File: config.mk
export PLATFORM = sky130hd
export DESIGN_NAME = abm_div
export DESIGN_NICKNAME = d
export VERILOG_FILES = /design/src/sv/abm_pkg.sv /design/src/sv/abm_div.sv
export SDC_FILE = /design/constraint.sdc
export NUM_CORES = 1
export LEC_CHECK = 0
export BUFFER_PORTS_ARGS = -buffer_cell sky130_fd_sc_hd__buf_2
export CAP_MARGIN = 0
export CELL_PAD_IN_SITES_DETAIL_PLACEMENT = 2
export CELL_PAD_IN_SITES_GLOBAL_PLACEMENT = 2
export CORE_MARGIN = 3
export CORE_UTILIZATION = 39
export CTS_CLUSTER_DIAMETER = 100
export DETAILED_ROUTE_END_ITERATION = 7
export GPL_TIMING_DRIVEN = 0
export PLACE_DENSITY = 0.84
export SLEW_MARGIN = 20
export SYNTH_ARGS = -nofsm -noshare
export SYNTH_HDL_FRONTEND = slang
export SYNTH_SLANG_ARGS = --single-unit
File: constraint.sdc
create_clock -name clk -period 4.5 [get_ports clk]
set_input_delay 0.225 -clock clk [delete_from_list [all_inputs] [get_ports clk]]
set_output_delay 0.225 -clock clk [all_outputs]
set_load 0.005 [all_outputs]
File: src/sv/abm_pkg.sv
// Shared types, codes and fixed-point constants for the 2D bilinear map.
// No dependencies; every other file refers to this package by scoped names.
package abm_pkg;

    localparam int DATA_W       = 32;
    localparam int FRAC_BITS    = 16;
    localparam int T_W          = FRAC_BITS + 1;
    localparam int SIZE_W       = 5;
    localparam int IDX_W        = 4;
    localparam int FUNC_W       = 4;
    localparam int STATUS_W     = 2;
    localparam int CFG_IDX_W    = 4;
    localparam int DIV_W        = DATA_W + 2;
    localparam int MUL_A_W      = DATA_W + 2;
    localparam int MUL_B_W      = T_W + 2;
    localparam int PROD_W       = MUL_A_W + MUL_B_W;
    localparam int RND_W        = PROD_W - FRAC_BITS;
    localparam int SUM_W        = RND_W + 1;
    localparam int DEF_MAX_COLS = 16;
    localparam int DEF_MAX_ROWS = 16;

    localparam logic [T_W-1:0] ONE_T = T_W'(1) << FRAC_BITS;

    localparam logic [FUNC_W-1:0] FN_INIT     = 4'd0;
    localparam logic [FUNC_W-1:0] FN_SETX     = 4'd1;
    localparam logic [FUNC_W-1:0] FN_SETY     = 4'd2;
    localparam logic [FUNC_W-1:0] FN_SETCELL  = 4'd3;
    localparam logic [FUNC_W-1:0] FN_FILL     = 4'd4;
    localparam logic [FUNC_W-1:0] FN_READCELL = 4'd5;
    localparam logic [FUNC_W-1:0] FN_READX    = 4'd6;
    localparam logic [FUNC_W-1:0] FN_READY    = 4'd7;
    localparam logic [FUNC_W-1:0] FN_SAMPLE   = 4'd8;
    localparam logic [FUNC_W-1:0] FN_ACCUM    = 4'd9;

    localparam logic [STATUS_W-1:0] ST_OK     = 2'd0;
    localparam logic [STATUS_W-1:0] ST_NOINIT = 2'd1;
    localparam logic [STATUS_W-1:0] ST_RANGE  = 2'd2;

    localparam logic [CFG_IDX_W-1:0] REG_X_SIZE     = 4'd0;
    localparam logic [CFG_IDX_W-1:0] REG_Y_SIZE     = 4'd1;
    localparam logic [CFG_IDX_W-1:0] REG_CLAMP_LOW  = 4'd2;
    localparam logic [CFG_IDX_W-1:0] REG_CLAMP_HIGH = 4'd3;

    typedef struct packed {
        logic [FUNC_W-1:0]        func;
        logic [IDX_W-1:0]         col_index;
        logic [IDX_W-1:0]         row_index;
        logic signed [DATA_W-1:0] write_data;
        logic signed [DATA_W-1:0] x_coord;
        logic signed [DATA_W-1:0] y_coord;
        logic signed [DATA_W-1:0] delta;
    } req_t;

    typedef struct packed {
        logic signed [DATA_W-1:0] read_data;
        logic [STATUS_W-1:0]      status;
    } rsp_t;

endpackage

File: src/sv/abm_div.sv
// Restoring serial divider for the interpolation fraction, one quotient bit a cycle.
// Depends on abm_pkg; expects a positive dividend below the divisor.
module abm_div (
    input  logic                          clk,
    input  logic                          rst_n,
    input  logic                          start,
    input  logic [abm_pkg::DIV_W-1:0]     dividend,
    input  logic [abm_pkg::DIV_W-1:0]     divisor,
    output logic                          done,
    output logic [abm_pkg::FRAC_BITS-1:0] quotient
);

    localparam int CNT_W = $clog2(abm_pkg::FRAC_BITS + 1);

    logic [abm_pkg::DIV_W:0]       rem_reg;
    logic [abm_pkg::DIV_W-1:0]     den_reg;
    logic [abm_pkg::FRAC_BITS-1:0] q_reg;
    logic [CNT_W-1:0]              cnt_reg;
    logic                          busy_reg;
    logic                          done_reg;
    logic [abm_pkg::DIV_W:0]       shifted;
    logic                          fits;

    assign shifted  = {rem_reg[abm_pkg::DIV_W-1:0], 1'b0};
    assign fits     = shifted >= {1'b0, den_reg};
    assign done     = done_reg;
    assign quotient = q_reg;

    always_ff @(posedge clk or negedge rst_n)
    begin
        if (!rst_n)
        begin
            busy_reg <= 1'b0;
            done_reg <= 1'b0;
            cnt_reg  <= '0;
        end
        else
        begin
            done_reg <= 1'b0;
            if (start)
            begin
                rem_reg  <= {1'b0, dividend};
                den_reg  <= divisor;
                q_reg    <= '0;
                cnt_reg  <= CNT_W'(abm_pkg::FRAC_BITS);
                busy_reg <= 1'b1;
            end
            else if (busy_reg)
            begin
                rem_reg <= fits ? (shifted - {1'b0, den_reg}) : shifted;
                q_reg   <= {q_reg[abm_pkg::FRAC_BITS-2:0], fits};
                cnt_reg <= cnt_reg - CNT_W'(1);
                if (cnt_reg == CNT_W'(1))
                begin
                    busy_reg <= 1'b0;
                    done_reg <= 1'b1;
                end
            end
        end
    end

endmodule

==> results of run 1 <==
## critical path, delay by kind of cell, from the launching register on
family	cells	cell delay [ps]
DFF	1	460
AOI/OAI and AO/OA	7	2250
and+or+nand+nor	2	540
adders and majority gates	1	350
## where the power goes
group	leakage (nW)	switching, mW	internal, mW	total, mW
registers	0.904	0.0808	1.07	1.15
logic	1.80	0.702	0.431	1.13
clock network	0.149	0.377	0.491	0.868
## per-stage QoR
| stage | hold slack [ps] | setup WS, ps | instances |
|---|---|---|---|
| 2_1_floorplan | -70.6 | 1410 | 552 |
| 3_3_place_gp | 222 | 898 | 818 |
| 3_5_place_dp | 241 | 781 | 820 |
| 4_1_cts | 26.8 | 734 | 837 |
| 5_1_grt | 28.9 | 482 | 837 |
| 6_report | 28.1 | 734 | 837 |
## final cells by class
| cell class | instances | area (µm²) |
|---|---|---|
| inverters | 42 | 158 |
| flip-flops and latches | 91 | 2700 |
| fillers | 1474 | 7330 |
| repair buffers | 89 | 488 |
| clock buffers | 9 | 225 |
| plain buffers | 32 | 155 |
| well taps | 180 | 225 |
| multi-input cells | 387 | 2670 |
| clock inverters | 7 | 100 |
## placed cells by master, fill, tap and decap left out, types with 6 or more instances in the layout
cell,Yosys,final
buf_2,1,87
edfxtp_1,84,84
nand2_1,48,48
inv_1,42,42
nor2_1,36,36
ha_1,36,36
nand3_1,35,35
a21oi_1,32,32
o21ai_0,24,24
clkbuf_1,22,22
mux2i_1,19,19
xnor2_1,17,17
o311ai_0,16,16
xor2_1,15,15
nand4_1,11,11
a21o_1,10,10
clkbuf_16,0,9
a32oi_1,8,8
o31ai_1,7,7
dfrtp_1,7,7
and3_1,6,6
a31oi_1,6,6
## worst min-delay path by stage
| stage | start | end | slack (ps) | cells after the start |
|---|---|---|---|---|
| floorplan | rst_n | busy_reg$_DFF_PN0_ | -70 | 0 |
| global placement | rst_n | done$_DFF_PN0_ | 220 | 1 |
| detailed placement | rst_n | cnt_reg[4]$_DFFE_PN0N_ | 240 | 1 |
| CTS | divisor[0] | den_reg[0]$_DFFE_PP_ | 30 | 1 |
| global route | divisor[1] | den_reg[1]$_DFFE_PP_ | 30 | 1 |
| finish | divisor[0] | den_reg[0]$_DFFE_PP_ | 30 | 1 |
## cells by family after synthesis
family,Yosys count
buffers and inverters,74
adders and majority gates,37
and+or+nand+nor,163
AOI/OAI and AO/OA,136
xor gates and xnor gates,32
DFF,91
muxes,19
## layer usage
layer	GRT usage [%]	part of all wire (%)	up-vias
li1	-	-	2257
met3	3.37	3.5	27
met1	31.3	42	2518
met5	0	0	-
met4	8.01	2.0	0
met2	45.0	52	107
## what timing repair did
action	in CTS	in global routing
gates resized for setup	0	0
hold endpoints to repair	7	0
setup endpoints to repair	0	0
hold buffers	1	0
==> flow_summary_export.csv, run 1 <==
group,metric,value,unit
status,status,"finished, final reports clean",
synth,synthSimpleGateAreaFrac,13.7,%
worst_setup_path,worstPathMaxFanout,8,
sta,finalCritPeriodShare,83.7,%
sta,tightest_slew,774,ps
synth,synth_top_cell_by_area,"edfxtp_1",
synth,synth_top_family_by_area,"compound AO/OA/AOI/OAI gates",
sta,fin_setup_tns,0,ps
synth,synthFlopType,"edfxtp_1",
sta,rsz0062_at_grt,"false",
clocking,cts_setup_buffers,0,
worst_setup_path,r2r-start,"rem_reg[0]$_DFFE_PP_",
synth,yosysWarnings,0,
power_and_ir_drop,leakagePower,2.85,nW
synth,syn_area,5670,µm²
clocking,cts_max_path_buffers,2,
route,drt_iter0_drc,317,
floorplan,die_area,16000,µm²
synth,ys_seq_area_share,47.6,%
synth,muxShareOfSynthArea,3.35,%
clocking,cts_tree,"yes",
worst_setup_path,slowest_delay,550,ps
route,drc,0,
synth,synthTopCellsByArea,"edfxtp_1 (44%), ha_1 (7.9%), mux2i_1 (3.4%)",
power_and_ir_drop,power.density,469,nW/µm²
global_route,grt_overflow,0,
global_route,grt_pass1_wl,31500,µm
run,maxCapViolCount,0,
global_route,grtUsageTotal,25.1,%
worst_setup_path,timing.rr.end,"rem_reg[29]$_DFFE_PP_",
clocking,cts_sinks,91,
clocking,cts_max_level,3,
worst_setup_path,cpMaxStageDelayCell,"o211ai_2",
synth,synth-xor-area-share,4.94,%
route,vias,4909,
sta,drv_slew,0,
synth,synth_cell_types,54,
placement,place_congestion,0.847,
worst_setup_path,ff2ff_setup_slack,730,ps
synth,ys_seq_elements,91,
worst_setup_path,reg2reg_depth,10,
synth,synth-edff-count,84,
placement,portBuffers,86,
placement,place_area,6380,µm²
worst_setup_path,arrival,3960,ps
synth,synthAdderAreaFrac,8.29,%
sta,finalCriticalPeriod,3770,ps
worst_setup_path,startpoint_type,"flip-flop",
floorplan,io_pins,88,
route,wire_per_inst,23.5,µm
final_layout,drive_above_1_share,18.0,%
sta,slew_headroom,48.4,%
global_route,grt_pass1_vias,5542,
worst_setup_path,crit_start,"rem_reg[0]$_DFFE_PP_",
clocking,cts_made_buffers,9,
route,final_antenna_net_count,0,
synth,async_flop_share,7.69,%
floorplan,die_x,127,µm
floorplan,die_y,127,µm
route,viasPerCell,5.86,
placement,detailed_place_hpwl,14200,µm
route,firstDrtPassIters,4,
global_route,antenna_found_initial,0,
sta,fmax,265,MHz
global_route,grt_max_degree,26,
power_and_ir_drop,irDropWorstVdd,194,µV
sta,hold_violations,0,
final_layout,final_area,6710,µm²
synth,synth.top_cells.by_count,"edfxtp_1 (84), nand2_1 (48), inv_1 (42), ha_1 (36), nor2_1 (36)",
sta,skew,9.68,ps
final_layout,area_delta_synth_final,18.4,%
synth,synth_most_common_cell,"edfxtp_1",
floorplan,rows,43,
floorplan,coreArea,14000,µm²
synth,syn_nets,660,
worst_setup_path,crit_path_end_kind,"flip-flop",
worst_setup_path,crit_end,"rem_reg[29]$_DFFE_PP_",
power_and_ir_drop,finalPower,3.15,mW
clocking,clkTransAtPathRegs,80,ps
synth,syn_inst,552,
synth,avgSynthCellArea,10.3,µm²
clocking,cts_root_buf,"clkbuf_16",
route,drt-total-wl,19700,µm
final_layout,antenna_cells,0,
floorplan,start_util,40.4,%
final_layout,nets,760,
worst_setup_path,path_cells,"ha_1, nor2b_1, o31ai_1, a21oi_1, a311o_1, o31a_1, a31oi_4, o211ai_2, nand2_1, o21ai_0",
final_layout,fin_util,47.8,%
synth,synth_compound_area_share,16.7,%
synth,synthDominantCellAreaShare,44.5,%
worst_hold_path,min_path_type,"input port to flip-flop",
worst_setup_path,worstSetupPathType,"flip-flop to flip-flop",
clocking,worstSkewPairLatency,370,ps
worst_setup_path,required,4690,ps
sta,setup_violations,0,
Note: power is estimated with default switching activity, not from simulation.
==> run 2, diff against run 1 <==
CORE_UTILIZATION = 33   (was 39)
PLACE_DENSITY = 0.75   (was 0.84)
clock period = 3.4 ns   (was 4.5 ns; I/O delays follow)
==> run 2 against run 1 <==
- routed wire length up 1.6%
- combinational power up 63%
- die area up 17%
- sequential share of layout area down 4.3 points
- worst setup slack worse by 690 ps
- sequential power up 32%
- non-clock buffer count up 49
- hold slack better by 81 ps
- cell area up 12%
- cell count up 11%
- first-iteration DRC count down 12%
- largest cell class is now multi-input combinational cells
==> flow_summary_export.csv, run 2 (synthesized netlist as in run 1, its figures left out) <==
group,metric,value,unit
worst_setup_path,reg2reg_depth,12,
final_layout,layout_common_cells,"buf_2 (86), edfxtp_1 (84), nand2_1 (47)",
global_route,grtUsageTotal,21.7,%
worst_setup_path,r2r-start,"rem_reg[13]$_DFFE_PP_",
worst_setup_path,arrival,3460,ps
worst_setup_path,startpoint_type,"flip-flop",
clocking,cts_root_buf,"clkbuf_16",
floorplan,die_x,137,µm
clocking,cts_sinks,91,
worst_setup_path,worstSetupPathType,"flip-flop to flip-flop",
worst_hold_path,whs_endpoint,"rem_reg[19]$_DFFE_PP_",
route,vias,5006,
clocking,cts_max_path_buffers,2,
final_layout,fin_util,45.1,%
global_route,grt_max_degree,26,
clocking,clkTransAtPathRegs,70,ps
floorplan,io_pins,88,
placement,detailed_place_hpwl,13800,µm
sta,slew_headroom,44.1,%
worst_hold_path,holdPathStages,3,
clocking,cts_max_level,3,
sta,hold_ws,109,ps
final_layout,nets,809,
sta,tightest_slew,839,ps
placement,place_area,6430,µm²
status,status,"finished, final reports clean",
route,firstDrtPassIters,4,
route,drt_iter0_drc,280,
route,drt-total-wl,20000,µm
global_route,grt_overflow,0,
worst_setup_path,crit_path_end_kind,"flip-flop",
final_layout,drive_above_1_share,23.3,%
worst_hold_path,min_path_type,"input port to flip-flop",
route,wire_per_inst,21.6,µm
clocking,worstSkewPairLatency,360,ps
sta,hold_violations,0,
final_layout,layout_commonest_cell,"buf_2",
placement,dp_cells,860,
run,maxCapViolCount,0,
sta,finalCritPeriodShare,98.9,%
final_layout,antenna_cells,0,
clocking,cts_tree,"yes",
power_and_ir_drop,irDropWorstVdd,314,µV
sta,skew,12.8,ps
global_route,grt_pass1_wl,31200,µm
sta,rsz0062_at_grt,"true",
floorplan,rows,47,
route,drc,0,
sta,fmax,297,MHz
floorplan,die_y,137,µm
floorplan,die_area,18800,µm²
worst_hold_path,hp-start,"dividend[19]",
worst_setup_path,worstPathMaxFanout,6,
power_and_ir_drop,leakagePower,3.17,nW
floorplan,start_util,34.0,%
sta,setup_violations,0,
final_layout,final_area,7530,µm²
power_and_ir_drop,power.density,584,nW/µm²
route,final_antenna_net_count,0,
route,viasPerCell,5.41,
final_layout,layout.cells.non_filler,925,
placement,portBuffers,86,
floorplan,coreArea,16700,µm²
worst_setup_path,ff2ff_setup_slack,40,ps
worst_setup_path,required,3500,ps
sta,drv_slew,0,
worst_setup_path,timing.rr.end,"rem_reg[3]$_DFFE_PP_",
global_route,grt_pass1_vias,5666,
placement,place_congestion,0.873,
clocking,cts_made_buffers,9,
sta,finalCriticalPeriod,3360,ps
global_route,antenna_found_initial,0,
final_layout,area_delta_synth_final,32.7,%
## run 2: cell types whose count changed in the layout (fill, tap and decap cells not counted), moves of 4 or more
cell | before | now
dlygate4sd3_1 | 1 | 35
buf_12 | 1 | 6
o21ai_0 | 24 | 20
ha_2 | 0 | 4
clkbuf_1 | 22 | 15
buf_4 | 1 | 15
a21oi_1 | 32 | 28
ha_1 | 36 | 29
## run 2: critical path, stage by stage, from the launching register on
cell      delay [ps]
edfxtp_1         460
ha_4             300
a21o_1           180
o21bai_4         170
a311o_1          330
a311o_2          410
o31a_1           300
a31oi_4          230
buf_6            140
o211ai_4         170
buf_12           210
nand4_1           90
nand3_1          100
## run 2: how the worst max path moves through the flow
stage                               start                     to
detailed placement   rem_reg[0]$_DFFE_PP_  rem_reg[32]$_DFFE_PP_
floorplan           rem_reg[13]$_DFFE_PP_  rem_reg[10]$_DFFE_PP_
finish              rem_reg[13]$_DFFE_PP_   rem_reg[3]$_DFFE_PP_
global placement     rem_reg[0]$_DFFE_PP_  rem_reg[32]$_DFFE_PP_
global route         den_reg[1]$_DFFE_PP_   rem_reg[7]$_DFFE_PP_
CTS                 den_reg[14]$_DFFE_PP_   rem_reg[5]$_DFFE_PP_
## run 2: per-layer routing
layer  GRT usage [%]  up-vias  wire length, µm  part of all wire, %
met5               0        -                0                    0
met4            6.54        0              456                  2.3
met3            4.04       32              672                  3.4
met2            38.3       97            10200                   51
met1            27.0     2518             8670                   43
li1                -     2359                -                    -
## run 2: metrics by stage
| stage | power [mW] | setup TNS (ps) | worst slack (ps) |
|---|---|---|---|
| floorplan | 2.51 | 0 | 315 |
| global placement | 2.87 | -2870 | -321 |
| detailed placement | 2.97 | -5990 | -404 |
| CTS | 4.31 | 0 | 4.96 |
| global route | 4.65 | -997 | -67.2 |
| finish | 4.39 | 0 | 38.6 |
## run 2: cell type report
| cell class | count | area, µm² |
|---|---|---|
| sequential | 91 | 2700 |
| multi-input combinational | 387 | 2840 |
| fill | 1766 | 9170 |
| clock buffer | 9 | 225 |
| clock inverter | 6 | 66.3 |
| tap | 220 | 275 |
| timing repair buffer | 146 | 1110 |
| buffer | 24 | 153 |
| inverter | 42 | 158 |
## run 2: repair_timing
item                                    CTS  global route
cloned                                    3             0
setup buffers                            15             5
hold buffers                             35             0
gates resized for setup                  31            21
hold endpoints to repair                 41             0
pin swaps                                 9            10
endpoints found under the setup margin   35            35
## run 2: power by group
part | total [mW] | switching [mW] | internal, mW
Clock | 1.04 | 0.468 | 0.569
Sequential | 1.52 | 0.101 | 1.42
Combinational | 1.84 | 1.01 | 0.829
Total | 4.39 | 1.58 | 2.82
