File: src/sv/abm_pkg.sv
// Shared types, codes and fixed-point constants for the 2D bilinear map.
// No dependencies; every other file refers to this package by scoped names.
package abm_pkg;

    localparam int DATA_W       = 32;
    localparam int FRAC_BITS    = 16;
    localparam int T_W          = FRAC_BITS + 1;
    localparam int SIZE_W       = 5;
    localparam int IDX_W        = 4;
    localparam int FUNC_W       = 4;
    localparam int STATUS_W     = 2;
    localparam int CFG_IDX_W    = 4;
    localparam int DIV_W        = DATA_W + 2;
    localparam int MUL_A_W      = DATA_W + 2;
    localparam int MUL_B_W      = T_W + 2;
    localparam int PROD_W       = MUL_A_W + MUL_B_W;
    localparam int RND_W        = PROD_W - FRAC_BITS;
    localparam int SUM_W        = RND_W + 1;
    localparam int DEF_MAX_COLS = 16;
    localparam int DEF_MAX_ROWS = 16;

    localparam logic [T_W-1:0] ONE_T = T_W'(1) << FRAC_BITS;

    localparam logic [FUNC_W-1:0] FN_INIT     = 4'd0;
    localparam logic [FUNC_W-1:0] FN_SETX     = 4'd1;
    localparam logic [FUNC_W-1:0] FN_SETY     = 4'd2;
    localparam logic [FUNC_W-1:0] FN_SETCELL  = 4'd3;
    localparam logic [FUNC_W-1:0] FN_FILL     = 4'd4;
    localparam logic [FUNC_W-1:0] FN_READCELL = 4'd5;
    localparam logic [FUNC_W-1:0] FN_READX    = 4'd6;
    localparam logic [FUNC_W-1:0] FN_READY    = 4'd7;
    localparam logic [FUNC_W-1:0] FN_SAMPLE   = 4'd8;
    localparam logic [FUNC_W-1:0] FN_ACCUM    = 4'd9;

    localparam logic [STATUS_W-1:0] ST_OK     = 2'd0;
    localparam logic [STATUS_W-1:0] ST_NOINIT = 2'd1;
    localparam logic [STATUS_W-1:0] ST_RANGE  = 2'd2;

    localparam logic [CFG_IDX_W-1:0] REG_X_SIZE     = 4'd0;
    localparam logic [CFG_IDX_W-1:0] REG_Y_SIZE     = 4'd1;
    localparam logic [CFG_IDX_W-1:0] REG_CLAMP_LOW  = 4'd2;
    localparam logic [CFG_IDX_W-1:0] REG_CLAMP_HIGH = 4'd3;

    typedef struct packed {
        logic [FUNC_W-1:0]        func;
        logic [IDX_W-1:0]         col_index;
        logic [IDX_W-1:0]         row_index;
        logic signed [DATA_W-1:0] write_data;
        logic signed [DATA_W-1:0] x_coord;
        logic signed [DATA_W-1:0] y_coord;
        logic signed [DATA_W-1:0] delta;
    } req_t;

    typedef struct packed {
        logic signed [DATA_W-1:0] read_data;
        logic [STATUS_W-1:0]      status;
    } rsp_t;

endpackage

File: src/sv/abm_ram.sv
// Single-port-write, single-port-read synchronous RAM with a registered read.
// Depends on abm_pkg for the data width.
module abm_ram #(
    parameter int DEPTH = abm_pkg::DEF_MAX_COLS,
    parameter int AW    = 4
) (
    input  logic                      clk,
    input  logic                      we,
    input  logic [AW-1:0]             waddr,
    input  logic [abm_pkg::DATA_W-1:0] wdata,
    input  logic [AW-1:0]             raddr,
    output logic [abm_pkg::DATA_W-1:0] rdata
);

    logic [abm_pkg::DATA_W-1:0] mem [DEPTH];

    always_ff @(posedge clk)
    begin
        if (we)
        begin
            mem[waddr] <= wdata;
        end
        rdata <= mem[raddr];
    end

endmodule

File: config.mk
export PLATFORM = sky130hd
export DESIGN_NAME = abm_ram
export DESIGN_NICKNAME = d
export VERILOG_FILES = /design/src/sv/abm_pkg.sv /design/src/sv/abm_ram.sv
export SDC_FILE = /design/constraint.sdc
export NUM_CORES = 1
export LEC_CHECK = 0
export BUFFER_PORTS_ARGS = -buffer_cell sky130_fd_sc_hd__buf_2
export CAP_MARGIN = 5
export CORE_AREA = 2 2 177 196
export DETAILED_ROUTE_END_ITERATION = 12
export DIE_AREA = 0 0 179 198
export HOLD_SLACK_MARGIN = 0.06
export PLACE_DENSITY = 0.88
export RECOVER_POWER = 100
export REMOVE_ABC_BUFFERS = 1
export SETUP_SLACK_MARGIN = 0.02
export SLEW_MARGIN = 20
export SYNTH_ARGS = -nofsm -noshare
export SYNTH_HDL_FRONTEND = slang
export SYNTH_SLANG_ARGS = --single-unit
File: constraint.sdc
create_clock -name clk -period 5.14 [get_ports clk]
set_clock_uncertainty 0.05 [all_clocks]
set_input_delay 0.771 -clock clk [delete_from_list [all_inputs] [get_ports clk]]
set_output_delay 0.771 -clock clk [all_outputs]
set_load 0.01 [all_outputs]
==> impl.org, run 1 <==
** Run status
- Result of the run :: complete, but fails checks
- The checks that failed: max-capacitance violations, max-slew violations.

** Worst setup path
- The critical path crosses 4 cells after its start point.
- Worst Path Buf+Inv :: 2
- Kind of capture point of the worst setup path :: flop
- The largest single stage delay on the critical path is 2210 ps.
- Crit path max-delay cell type :: sky130_fd_sc_hd__nor2_1
- The kind of cell with the highest combined delay along the critical path is simple AND/OR/NAND/NOR gates.
- Data on the critical path is required at its endpoint by around 5300 ps.
- In this run the critical register-to-register path is captured at rdata[29].
- Highest fanout seen on the critical path :: 22
- STA puts the critical path data arrival time at just under 4000 ps.
- The number of cells on the worst reg-to-reg path is 3.
- Beginning of the worst register-to-register path :: mem[10][29]
- Worst setup startpoint :: waddr[2]
- In this run the register-to-register setup slack is 3640 ps.
- Critical path launch point type :: input pin
- The critical path ends at mem[9][23].
- Crit Path Class :: in -> reg
- Cells along the critical path :: clkbuf_1 > nand3b_1 > nor2_1 > buf_4

** Clock network
- CTS built an H-tree with a depth of 2.
- Post-CTS clock slew at the launch and capture registers of the worst setup and hold paths :: around 70 ps
- Hold buffer count at cts :: 0
- TritonCTS built the clock tree.
- Num Clock Sinks :: ~540
- Clock tree root buffer cell :: sky130_fd_sc_hd__clkbuf_16
- Post-CTS repair changed the size of 0 cells.
- Post-CTS setup buffer count :: 0
- Clock latency on the worst-skew pair, taken at its later pin, is ~570 ps.
- Clock Path Buffers :: 3
- CTS buffer count :: 49

** Global route
- Antenna violations before repair :: 2
- Global route overflow :: 0
- The number of global-route vias before repair was between 9000 and 10000.
- Total Routing Usage GR :: 0.271
- The first global-routing pass estimated roughly 67000 um of wire.
- Entering global routing, the biggest net connects 74 pins.

** Timing
- Slew of the pin with the lowest slew margin :: between 2000 and 3000 ps
- The clock period could shrink to 3780 ps.
- Hold timing on the final database bottoms out at a slack of a little over 600 ps.
- The number of hold-slack violations in the final timing report came to 0.
- Setup violations remaining at the end of the flow were counted as 0.
- The max-slew violation count was about 360.
- After routing, the total negative slack on setup checks comes to 0 ps.
- In the finished design, the share of the clock period the worst path needs comes to 0.736.
- Peak Freq :: approximately 260 MHz
- Setup repair after global routing left no endpoint under its margin.
- Tightest slew margin relative to the limit :: -0.944

** Drt
- Final routed wire length divided by cell count :: about 32 um
- For this block, wires on met1 add up to approximately 17000 um.
- Top routing layer in use :: met5
- For this run, design rule violations remaining after detail routing come to 0.
- Detailed routing inserted a total of between 9000 and 10000 vias.
- Final WL :: about 46000 um
- Number of design-rule violations left by the first detailed-router iteration :: 1402
- In the routed layout, each cell is associated on average with a via count of roughly 6.6.
- Antenna violation net count after detailed routing :: 0
- First-pass iteration count of the detailed router :: 7
- Detailed routing placed a total of around 4300 um of wire on met3.
- After detailed routing, the met2 layer carries between 20000 and 25000 um of wire.

** Synthesis
- Synthesis-stage register bit count :: 544
- Number of distinct standard cells referenced by the synthesized netlist :: 18
- In the synthesized netlist, the number of instances is 838.
- A synthesized cell averages about 24 um^2.
- For this run, the register share of the synthesized area comes to 0.807.
- Syn Std Cell Area :: ~0.020 mm^2
- Yosys warns :: 0

** Job
- Across the run, the number of max-cap violations was 12.

** Die
- Boundary Pins :: 74
- After floorplanning, the core was sized to cover around 0.034 mm^2.
- From bottom edge to top edge, the die measures 198 um.
- Floorplan die area :: 0.0354 mm^2
- After floorplanning, the core was divided into 71 placement rows.
- The initial utilization of the core area, before any placement, comes to 0.590.
- DIE WIDTH :: about 180 um

** Finish
- For this run, the post-layout net count is roughly 990.
- Footprint of the multi-input gates :: ~0.0037 mm^2
- Summing all flip-flop and latch instances after layout gives between 0.015 and 0.02 mm^2.
- Area growth, synth to finish :: 12.8%
- The library cell used most frequently in the layout, excluding fill and tap cells, is sky130_fd_sc_hd__edfxtp_1.
- The top cell types in the final layout, fill and taps aside, are 512 x sky130_fd_sc_hd__edfxtp_1, 128 x sky130_fd_sc_hd__mux4_2, 85 x sky130_fd_sc_hd__clkbuf_1, 64 x sky130_fd_sc_hd__a22oi_1, 51 x sky130_fd_sc_hd__clkbuf_16.
- Counting the fill cells in the layout gives 1975.
- In the final layout, the share of cells above drive strength 1 is 0.244.

** Min path
- In this run the worst hold path is classified as reg -> reg.

** Place
- Dpl hpwl :: between 20000 and 25000 um
- Final Wtd Congestion :: 0.709
- I/O Buffers :: 73

** Power
- Power comes to just over 9 mW.
- Maximum vdd ir drop :: between 0.0002 and 0.0003 V
- Pleak :: between 7 and 8 nW
- In this run the power density over the cells is 413 mW/mm^2.
[area by class of cell]
cell class,instances,share of cell area
clock buffer,64,0.0623
tap,438,0.0245
clock inverter,27,0.0134
antenna,2,0.000223
sequential,544,0.715
timing repair buffer,97,0.0197
multi-input combinational,251,0.165
[sequential cells by signal, summed over array words and instances, names as in the netlist]
signal	count
mem	512
rdata	32
[logic make-up after synthesis]
kind of cell / count (synthesis) / share of synthesized area
AO/OA/AOI/OAI: 64 / 0.0242
buffers and inverters: 43 / 0.0112
flip-flops: 544 / 0.807
multiplexers: 128 / 0.145
AND/OR/NAND/NOR: 59 / 0.0127
[worst min-delay path by stage]
stage | from | endpoint | slack (ps) | cells after the start
finish | mem[4][5] | rdata[5] | 620 | 3
global route | mem[4][6] | rdata[6] | 660 | 3
CTS | wdata[2] | mem[12][2] | 490 | 1
detailed placement | mem[6][5] | rdata[5] | 610 | 3
global placement | mem[14][8] | rdata[8] | 600 | 3
floorplan | mem[14][0] | rdata[0] | 580 | 3
[power by group]
| part | switching [mW] | internal (mW) |
|---|---|---|
| sequential | 0.0407 | 4.96 |
| clock | 1.60 | 2.22 |
| combinational | 0.263 | 0.166 |
| total | 1.90 | 7.35 |
[worst reg2reg max path: cells and delay by family (launching register included)]
family / cells / cell delay [ps]
multiplexers: 1 / 500
flip-flops: 1 / 410
AO/OA/AOI/OAI: 1 / 270
AND/OR/NAND/NOR: 1 / 130
[synthesized netlist by cell type, drive strengths merged]
library cell	instances	share of area
a22oi	64	0.024
and2	1	0.00032
buf	26	0.0080
clkbuf	17	0.0032
dfxtp	32	0.032
edfxtp	512	0.77
mux4	128	0.15
nand2	33	0.0062
nand2b	2	0.00063
nand3	1	0.00025
nand3b	2	0.00076
nor2	13	0.0025
nor2b	2	0.00063
nor3	4	0.0010
or3b	1	0.00044
[per-stage QoR]
| step | cell area, um^2 | instances | util | setup slack, ps |
|---|---|---|---|---|
| floorplan | 19600 | 795 | - | 1140 |
| global placement | 20900 | 1330 | 0.620 | 2140 |
| detailed placement | 20900 | 1330 | 0.620 | 2110 |
| CTS | 22600 | 1421 | 0.671 | 2640 |
| global route | 22400 | 1422 | 0.665 | 1290 |
| finish | 22400 | 1423 | 0.665 | 1360 |
[metal layers]
metal,up-vias,track usage
met5,-,0
met4,2,0.107
met3,116,0.0453
met2,614,0.434
met1,4947,0.379
li1,3782,-
Note: power is estimated with default switching activity, not from simulation.
==> run 2: changes to the inputs <==
Settings changed: ABC_AREA from default to 1, CORE_AREA 2 2 177 196 to 2 2 189 210, DIE_AREA 0 0 179 198 to 0 0 191 212.
Clock period 5.14 ns to 3.5 ns, I/O delays scaled along.
==> run 2 against run 1 <==
Against the previous run: the run still ends with max-capacitance violations, max-slew violations left; final area is 11% higher; clock power increased by 39%; combinational power grew 97%; sequential cell count unchanged; count of clock-buffer cells in the layout grew 1; die area is 14% higher; setup slack got worse by 590 ps; sequential power grew 47%; first-iteration DRC count rose by 62%; final cell count rose by 91%; worst hold slack worse by 200 ps.
==> impl.org, run 2 <==
** Power
- Power density normalized to cell area :: 540 mW/mm^2 (was 413 mW/mm^2)
- Maximum vdd ir drop :: 0.000342 V (was 0.000288 V)
- The leakage dissipation is 10.5 nW (was 7.05 nW).

** Global route
- Maximum number of pins on one net before global-route repair :: 214 (was 74)
- Number of global-route vias before repair :: 15900 (was 9976)
- Antenna violations before repair :: 0 (was 2)
- Total Routing Usage GR :: 0.275 (was 0.271)
- Wire length of the first global-routing pass :: 84400 um (was 66900 um)
- Global route overflow :: 0 (unchanged)

** Worst setup path
- Data required time at the worst endpoint :: 3630 ps (was 5330 ps)
- Worst Path Buf+Inv :: 2 (unchanged)
- The maximum net fanout on the critical path was 17 (was 22).
- The type of element launching the critical path was an input pin (unchanged).
- Most numerous cell on the critical path :: sky130_fd_sc_hd__clkbuf_1
- The kind of cell adding the most delay to the critical path is buffers and inverters (was simple AND/OR/NAND/NOR gates).
- The slowest cell on the critical path was sky130_fd_sc_hd__clkbuf_1 (was sky130_fd_sc_hd__nor2_1).
- The kind of end point of the critical path was a flop (unchanged).
- The type of the worst setup path is in -> reg (unchanged).
- CP arrival :: 2860 ps (was 3980 ps)
- Cells along the critical path :: clkbuf_1 > nand2_1 > nor2_4 > clkbuf_1 (was clkbuf_1 > nand3b_1 > nor2_1 > buf_4)
- The stage delay of the slowest cell on the critical path was 1050 ps (was 2210 ps).

** Finish
- Most frequent cells in the layout: 677 x sky130_fd_sc_hd__nand2_1, 512 x sky130_fd_sc_hd__edfxtp_1, 387 x sky130_fd_sc_hd__inv_1, 385 x sky130_fd_sc_hd__nand3_1, 82 x sky130_fd_sc_hd__clkbuf_1 (was 512 x sky130_fd_sc_hd__edfxtp_1, 128 x sky130_fd_sc_hd__mux4_2, 85 x sky130_fd_sc_hd__clkbuf_1, 64 x sky130_fd_sc_hd__a22oi_1, 51 x sky130_fd_sc_hd__clkbuf_16).
- Most common cell after layout, fill and taps aside :: sky130_fd_sc_hd__nand2_1 (was sky130_fd_sc_hd__edfxtp_1)
- Area growth, synth to finish :: 9.79% (was 12.8%)
- Largest reg by FF count :: mem (unchanged)
- Filler instances :: 2546 (was 1975)
- Proportion of layout cells with a drive suffix above 1 :: 0.0501 (was 0.244)
- Registers with the highest flip-flop counts :: mem: 512 flops, rdata: 32 flops (unchanged)
- Max reg flops :: 512 (unchanged)
- Count of antenna diodes in the layout :: 0 (was 2)
- Core Util, Final :: 0.648 (was 0.665)
- Layout net count :: 2215 (was 985)

** Die
- The core footprint was 0.0385 mm^2 (was 0.0337 mm^2).
- Boundary Pins :: 74 (unchanged)
- The die area came to 0.0405 mm^2 (was 0.0354 mm^2).
- Initial Utilization :: 0.590 (about the same)
- The standard-cell row count came to 76 (was 71).
- Chip height :: 212 um (was 198 um)
- DIE WIDTH :: 191 um (was 179 um)

** Synthesis
- Share of flip-flops with an asynchronous set or reset after synthesis :: 0 (unchanged)
- The number of warnings reported in the yosys synthesis log was 0 (unchanged).
- The cell area after synthesis came to 0.0227 mm^2 (was 0.0199 mm^2).
- Sequential share of the synthesized area :: 0.705 (was 0.807)
- The cell count after synthesis came to 2120 (was 838).
- The dominant cell by count in the synthesized netlist is sky130_fd_sc_hd__nand2_1 (was sky130_fd_sc_hd__edfxtp_1).
- Most instantiated cells after synthesis: 677 x sky130_fd_sc_hd__nand2_1, 512 x sky130_fd_sc_hd__edfxtp_1, 388 x sky130_fd_sc_hd__inv_1 (was 512 x sky130_fd_sc_hd__edfxtp_1, 128 x sky130_fd_sc_hd__mux4_2, 64 x sky130_fd_sc_hd__a22oi_1).
- The mean cell area of the mapped netlist came to 10.7 um^2 (was 23.7 um^2).
- Synthesis-stage register bit count :: 544 (unchanged)
- Most used flip-flop cell after synthesis :: sky130_fd_sc_hd__edfxtp_1 (unchanged)
- Cell type contributing the most total cell area after synthesis :: sky130_fd_sc_hd__edfxtp_1 (unchanged)
- The distinct cell type count after synthesis came to 15 (was 18).
- The number of enable flip-flop cells after synthesis was 512 (unchanged).
- Synth area leaders: sky130_fd_sc_hd__edfxtp_1 68%, sky130_fd_sc_hd__nand2_1 11%, sky130_fd_sc_hd__nand3_1 8.5%, sky130_fd_sc_hd__inv_1 6.4%, sky130_fd_sc_hd__dfxtp_1 2.8% (was sky130_fd_sc_hd__edfxtp_1 77%, sky130_fd_sc_hd__mux4_2 15%, sky130_fd_sc_hd__dfxtp_1 3.2%, sky130_fd_sc_hd__a22oi_1 2.4%, sky130_fd_sc_hd__nand2_1 0.62%).
- Share of the synthesized area in the top cell type :: 0.676 (was 0.774)

** Clock network
- Clock Path Buffers :: 3 (unchanged)
- Post-cts sizing count :: 0 (unchanged)
- The total CTS buffers was 49 (unchanged).
- The root buffer selected by CTS is sky130_fd_sc_hd__clkbuf_16 (unchanged).
- Hold buffer count at cts :: 0 (unchanged)
- Clock latency of the later-clocked register in the worst-skew pair :: 580 ps (was 570 ps)
- The clock transition at the registers of the reported paths was 60 ps (was 70 ps).
- The post-CTS setup-driven buffer insertion count is 0 (unchanged).
- The clock tree from TritonCTS was done (unchanged).
- The count of clock tree sinks came to 544 (unchanged).
- Level count of the clock H-tree :: 2 (unchanged)

** Drt
- The met1 layer wirelength in the final routing was 19100 um (was 16800 um).
- Via count :: 15600 (was 9461)
- The post-detailed-route wirelength per cell is 20.3 um (was 32.2 um).
- Antenna violation net count after detailed routing :: 0 (unchanged)
- The highest metal layer with signal wires was met4 (was met5).
- First-pass iteration count of the detailed router :: 6 (was 7)
- The total wirelength of the detailed-routed design came to 55200 um (was 45800 um).
- The mean number of vias per cell was 5.73 (was 6.65).
- The routed wire length on met3 was 5560 um (was 4320 um).
- Met2 layer wire length in the routed design :: 28000 um (was 23100 um)
- Residual DRC count :: 0 (unchanged)
- Number of design-rule violations left by the first detailed-router iteration :: 2274 (was 1402)

** Timing
- Shortest clock period the worst path allows after layout :: between 2000 and 3000 ps
- The total negative slack for setup checks was 0 ps (unchanged).
- Final Hold Slack :: 421 ps (was 621 ps)
- Final Cycle Share :: 0.780
- Endpoints failing setup :: 0 (unchanged)
- The worst slew margin relative to its limit is -0.366 (was -0.944).
- Unrepaired setup endpoints after global routing :: false (unchanged)
- The number of hold-slack violations in the final timing report came to 0 (unchanged).
- Derived from the worst setup path, the maximum achievable clock frequency is 366 MHz.
- The setup slack after layout came to 769 ps (was 1360 ps).
- Slew of the pin with the lowest slew margin :: 2040 ps (was 2910 ps)
- Count of final max-slew check failures :: 108 (was 358)

** Run status
- Failing checks: max-capacitance violations, max-slew violations (unchanged).
- Result of the run: complete, but fails checks (unchanged).

** Place
- The number of buffers inserted by port buffering is 73 (unchanged).
- Placement Setup Slack :: 1040 ps (was 2110 ps)
- Final Wtd Congestion :: 0.811 (was 0.709)
- The HPWL after detailed placement was 30800 um (was 21500 um).

** Job
- The max-capacitance violation count was 7 (was 12).

** Min path
- The classification of the worst-slack hold path was in -> reg (was reg -> reg).
run 2: layout make-up:
cell class                 count  area (um^2)  area share
clock buffer                  65         1340      0.0535
clock inverter                27          245     0.00983
inverter                     390         1470      0.0590
multi-input combinational   1081         4590       0.184
sequential                   544        16000       0.642
tap                          507          634      0.0254
timing repair buffer         107          662      0.0265
run 2: worst paths after layout:
path,end,cells after the start,from,slack (ps)
max reg2reg,rdata[10],6,mem[2][10],2250
max,mem[2][10],4,waddr[1],770
min reg2reg,rdata[17],6,mem[10][17],620
min,mem[12][18],1,wdata[18],420
run 2: cell families after synthesis:
group / share of synthesized area
buffers and inverters: 0.0954
flip-flops: 0.705
AND/OR/NAND/NOR: 0.200
run 2: per-stage QoR:
step	instance area, um^2	std cells	total power [mW]
CTS	25100	2720	13.5
floorplan	22000	2015	7.86
finish	25000	2721	13.5
global placement	23600	2628	8.26
global route	25000	2721	13.8
detailed placement	23600	2628	8.31
run 2: routing by layer:
metal	vias up	GRT usage
met5	-	0
met4	0	0.148
met3	197	0.0492
met2	1034	0.470
met1	7419	0.334
li1	6937	-
run 2: report_power, final:
group | leakage [nW] | total [mW] | internal [mW] | switching, mW
Combinational | 4.86 | 0.847 | 0.214 | 0.633
Sequential | 4.90 | 7.33 | 7.28 | 0.0499
Clock | 0.767 | 5.30 | 2.98 | 2.31
==> run 3: changes to the inputs <==
Settings changed: ABC_AREA 1 to 0, CORE_AREA 2 2 189 210 to 2 2 177 196, DIE_AREA 0 0 191 212 to 0 0 179 198.
Clock period 3.5 ns to 2.6 ns, I/O delays scaled along.
==> run 3 against run 2 <==
Against the previous run: the run now ends clean; critical endpoint is now mem[3][23]; clock power rose by 37%; critical path depth did not move; via count fell by 39%; largest cell class unchanged; die area fell by 12%; global-route usage fell by 0.35 points; worst hold slack got worse by 160 ps; routed wire length fell by 16%; utilization rose by 2.1 points; non-clock buffer count fell by 6.
==> impl.org, run 3 (same netlist as run 1, synthesis figures left out) <==
** Run status
- Result of the run :: complete, no violations (was complete, but fails checks)

** Global route
- The number of antenna violations at the first check in global routing came to 0 (unchanged).
- Wire length of the first global-routing pass :: 66500 um (was 84400 um)
- The largest net degree at the start of global routing is 81 (was 214).
- Total Routing Usage GR :: 0.272 (was 0.275)
- The number of global-route vias before repair came to 9942 (was 15900).
- The sum of overflow across all layers after global routing was 0 (unchanged).

** Power
- Total power :: 18.0 mW (was 13.5 mW)
- Power density normalized to cell area :: 801 mW/mm^2 (was 540 mW/mm^2)
- Pleak :: 7.09 nW (was 10.5 nW)
- The maximum vdd drop was 0.000538 V (was 0.000342 V).

** Drt
- The remaining design rule violation count was 0 (unchanged).
- Final routed wire length divided by cell count :: 32.7 um (was 20.3 um)
- The total wirelength of the detailed-routed design was 46500 um (was 55200 um).
- The detailed router's first-iteration violation count was 1279 (was 2274).
- The number of nets with antenna violations after routing was 0 (unchanged).
- Via density per instance :: 6.68 (was 5.73)
- Via count :: 9517 (was 15600)
- First-pass iteration count of the detailed router :: 5 (was 6)

** Timing
- In the finished design, the share of the clock period the worst path needs comes to 0.789.
- Unrepaired setup endpoints after global routing :: false (unchanged)
- The worst path in the final design needs a cycle of between 2000 and 2500 ps, including I/O delays and setup.
- Tightest slew margin relative to the limit :: 0.0737 (was -0.366)
- The number of hold-slack violations in the final timing report is 0 (unchanged).
- Timing would allow up to slightly below 500 MHz.
- Count of final max-slew check failures :: 0 (was 108)
- The slew at the pin closest to its max-slew limit was 1390 ps (was 2040 ps).
- Total Negative Setup Slacks :: 0 ps (unchanged)
- Endpoints failing setup :: 0 (unchanged)

** Clock network
- The clock latency at the later pin of the worst-skew pair is 570 ps (was 580 ps).
- TritonCTS clock tree :: done (unchanged)
- Post-cts sizing count :: 0 (unchanged)
- The total of hold buffers inserted after clock tree synthesis is 0 (unchanged).
- Post-CTS setup buffer count :: 0 (unchanged)
- The total CTS buffers was 48 (was 49).
- The root buffer selected by CTS is sky130_fd_sc_hd__clkbuf_16 (unchanged).
- Num Clock Sinks :: 544 (unchanged)
- The worst-case clock buffer depth is 3 (unchanged).
- The number of H-tree levels is 2 (unchanged).
- Post-CTS clock slew at the launch and capture registers of the worst setup and hold paths :: 60 ps (about the same)

** Place
- The HPWL after detailed placement came to 21900 um (was 30800 um).
- I/O Buffers :: 73 (unchanged)
- Final Wtd Congestion :: 0.706 (was 0.811)

** Worst setup path
- The reg-to-reg startpoint is mem[15][16] (was mem[2][10]).
- Crit path max-delay cell type :: sky130_fd_sc_hd__clkbuf_2 (was sky130_fd_sc_hd__clkbuf_1)
- Critical path launch point type :: input pin (unchanged)
- Setup slack on the worst flop-to-flop path :: 1030 ps (was 2250 ps)
- Cells along the critical path: clkbuf_1 > or3b_2 > nor2_4 > clkbuf_2 (was clkbuf_1 > nand2_1 > nor2_4 > clkbuf_1).
- The length in cells of the worst reg-to-reg path was 3 (was 6).
- Crit Path Class :: in -> reg (unchanged)
- Reg-to-Reg End :: rdata[16] (was rdata[10])
- The data required time at the worst endpoint was 2720 ps (was 3630 ps).
- Critical path depth in cells :: 4 (unchanged)
- The stage delay of the slowest cell on the critical path came to 990 ps (was 1050 ps).
- Highest fanout seen on the critical path :: 32 (was 17)
- Critical Path End :: mem[3][23] (was mem[2][10])
- The beginning of the critical path is we (was waddr[1]).
- Cell family with most CP delay :: buffers and inverters (unchanged)
- The number of buffer and inverter stages on the critical path was 2 (unchanged).
- Kind of capture point of the worst setup path :: flop (unchanged)
- The data arrival time of the worst path came to 2170 ps (was 2860 ps).

** Die
- The standard-cell row count came to 71 (was 76).
- Total core area :: 0.0337 mm^2 (was 0.0385 mm^2)
- Boundary Pins :: 74 (unchanged)
- The die area was 0.0354 mm^2 (was 0.0405 mm^2).
- The height of the die is 198 um (was 212 um).
- Initial Utilization :: 0.590 (about the same)
- The floorplan die width was 179 um (was 191 um).

** Finish
- Most frequent cells in the layout :: 512 x sky130_fd_sc_hd__edfxtp_1, 128 x sky130_fd_sc_hd__mux4_2, 74 x sky130_fd_sc_hd__clkbuf_1, 64 x sky130_fd_sc_hd__a22oi_1, 49 x sky130_fd_sc_hd__clkbuf_16 (was 677 x sky130_fd_sc_hd__nand2_1, 512 x sky130_fd_sc_hd__edfxtp_1, 387 x sky130_fd_sc_hd__inv_1, 385 x sky130_fd_sc_hd__nand3_1, 82 x sky130_fd_sc_hd__clkbuf_1)
- The leading cell type in the layout, fill and taps excluded was sky130_fd_sc_hd__edfxtp_1 (was sky130_fd_sc_hd__nand2_1).
- Proportion of layout cells with a drive suffix above 1 :: 0.261 (was 0.0501)
- Area growth, synth to finish :: 13.4% (was 9.79%)
- Max reg flops :: 512 (unchanged)
- Layout net count :: 988 (was 2215)
- Registers with the highest flip-flop counts :: mem: 512 flops, rdata: 32 flops (unchanged)
- Largest reg by FF count :: mem (unchanged)
- The final cell utilization of the core came to 0.669 (was 0.648).

** Min path
- The classification of the worst-slack hold path was in -> reg (unchanged).
- The startpoint of the tightest hold check path was wdata[22] (was wdata[18]).

** Job
- The max-capacitance violation count is 0 (was 7).
## run 3: worst min-delay path by stage
stage	slack, ps	depth (start not counted)	to
2_1_floorplan	440	0	mem[0][0]
3_3_place_gp	590	3	rdata[12]
3_5_place_dp	610	3	rdata[17]
4_1_cts	130	1	mem[7][22]
5_1_grt	290	1	mem[8][6]
6_report	260	1	mem[13][22]
## run 3: cell type report
cell class / count / area [um^2]
sequential: 544 / 16000
fill: 1949 / 11200
multi-input combinational: 251 / 3710
clock buffer: 57 / 1280
timing repair buffer: 101 / 613
tap: 438 / 548
clock inverter: 32 / 344
antenna: 1 / 2.50
## run 3: per-stage QoR
stage,area [um^2],worst slack (ps),std cells,hold WS [ps]
floorplan,19600,-1020,795,439
global placement,21200,506,1334,594
detailed placement,21200,407,1334,611
CTS,22800,1030,1423,125
global route,22500,487,1423,289
finish,22500,548,1424,264
## run 3: per-layer routing
layer,routed length (um),GRT usage
met1,16000,0.365
met2,24200,0.453
met3,4740,0.0447
met4,1580,0.103
met5,0,0
## run 3: power by group
group | internal [mW] | switching (mW)
combinational | 0.340 | 0.528
sequential | 9.81 | 0.0875
clock | 4.14 | 3.14
total | 14.3 | 3.75
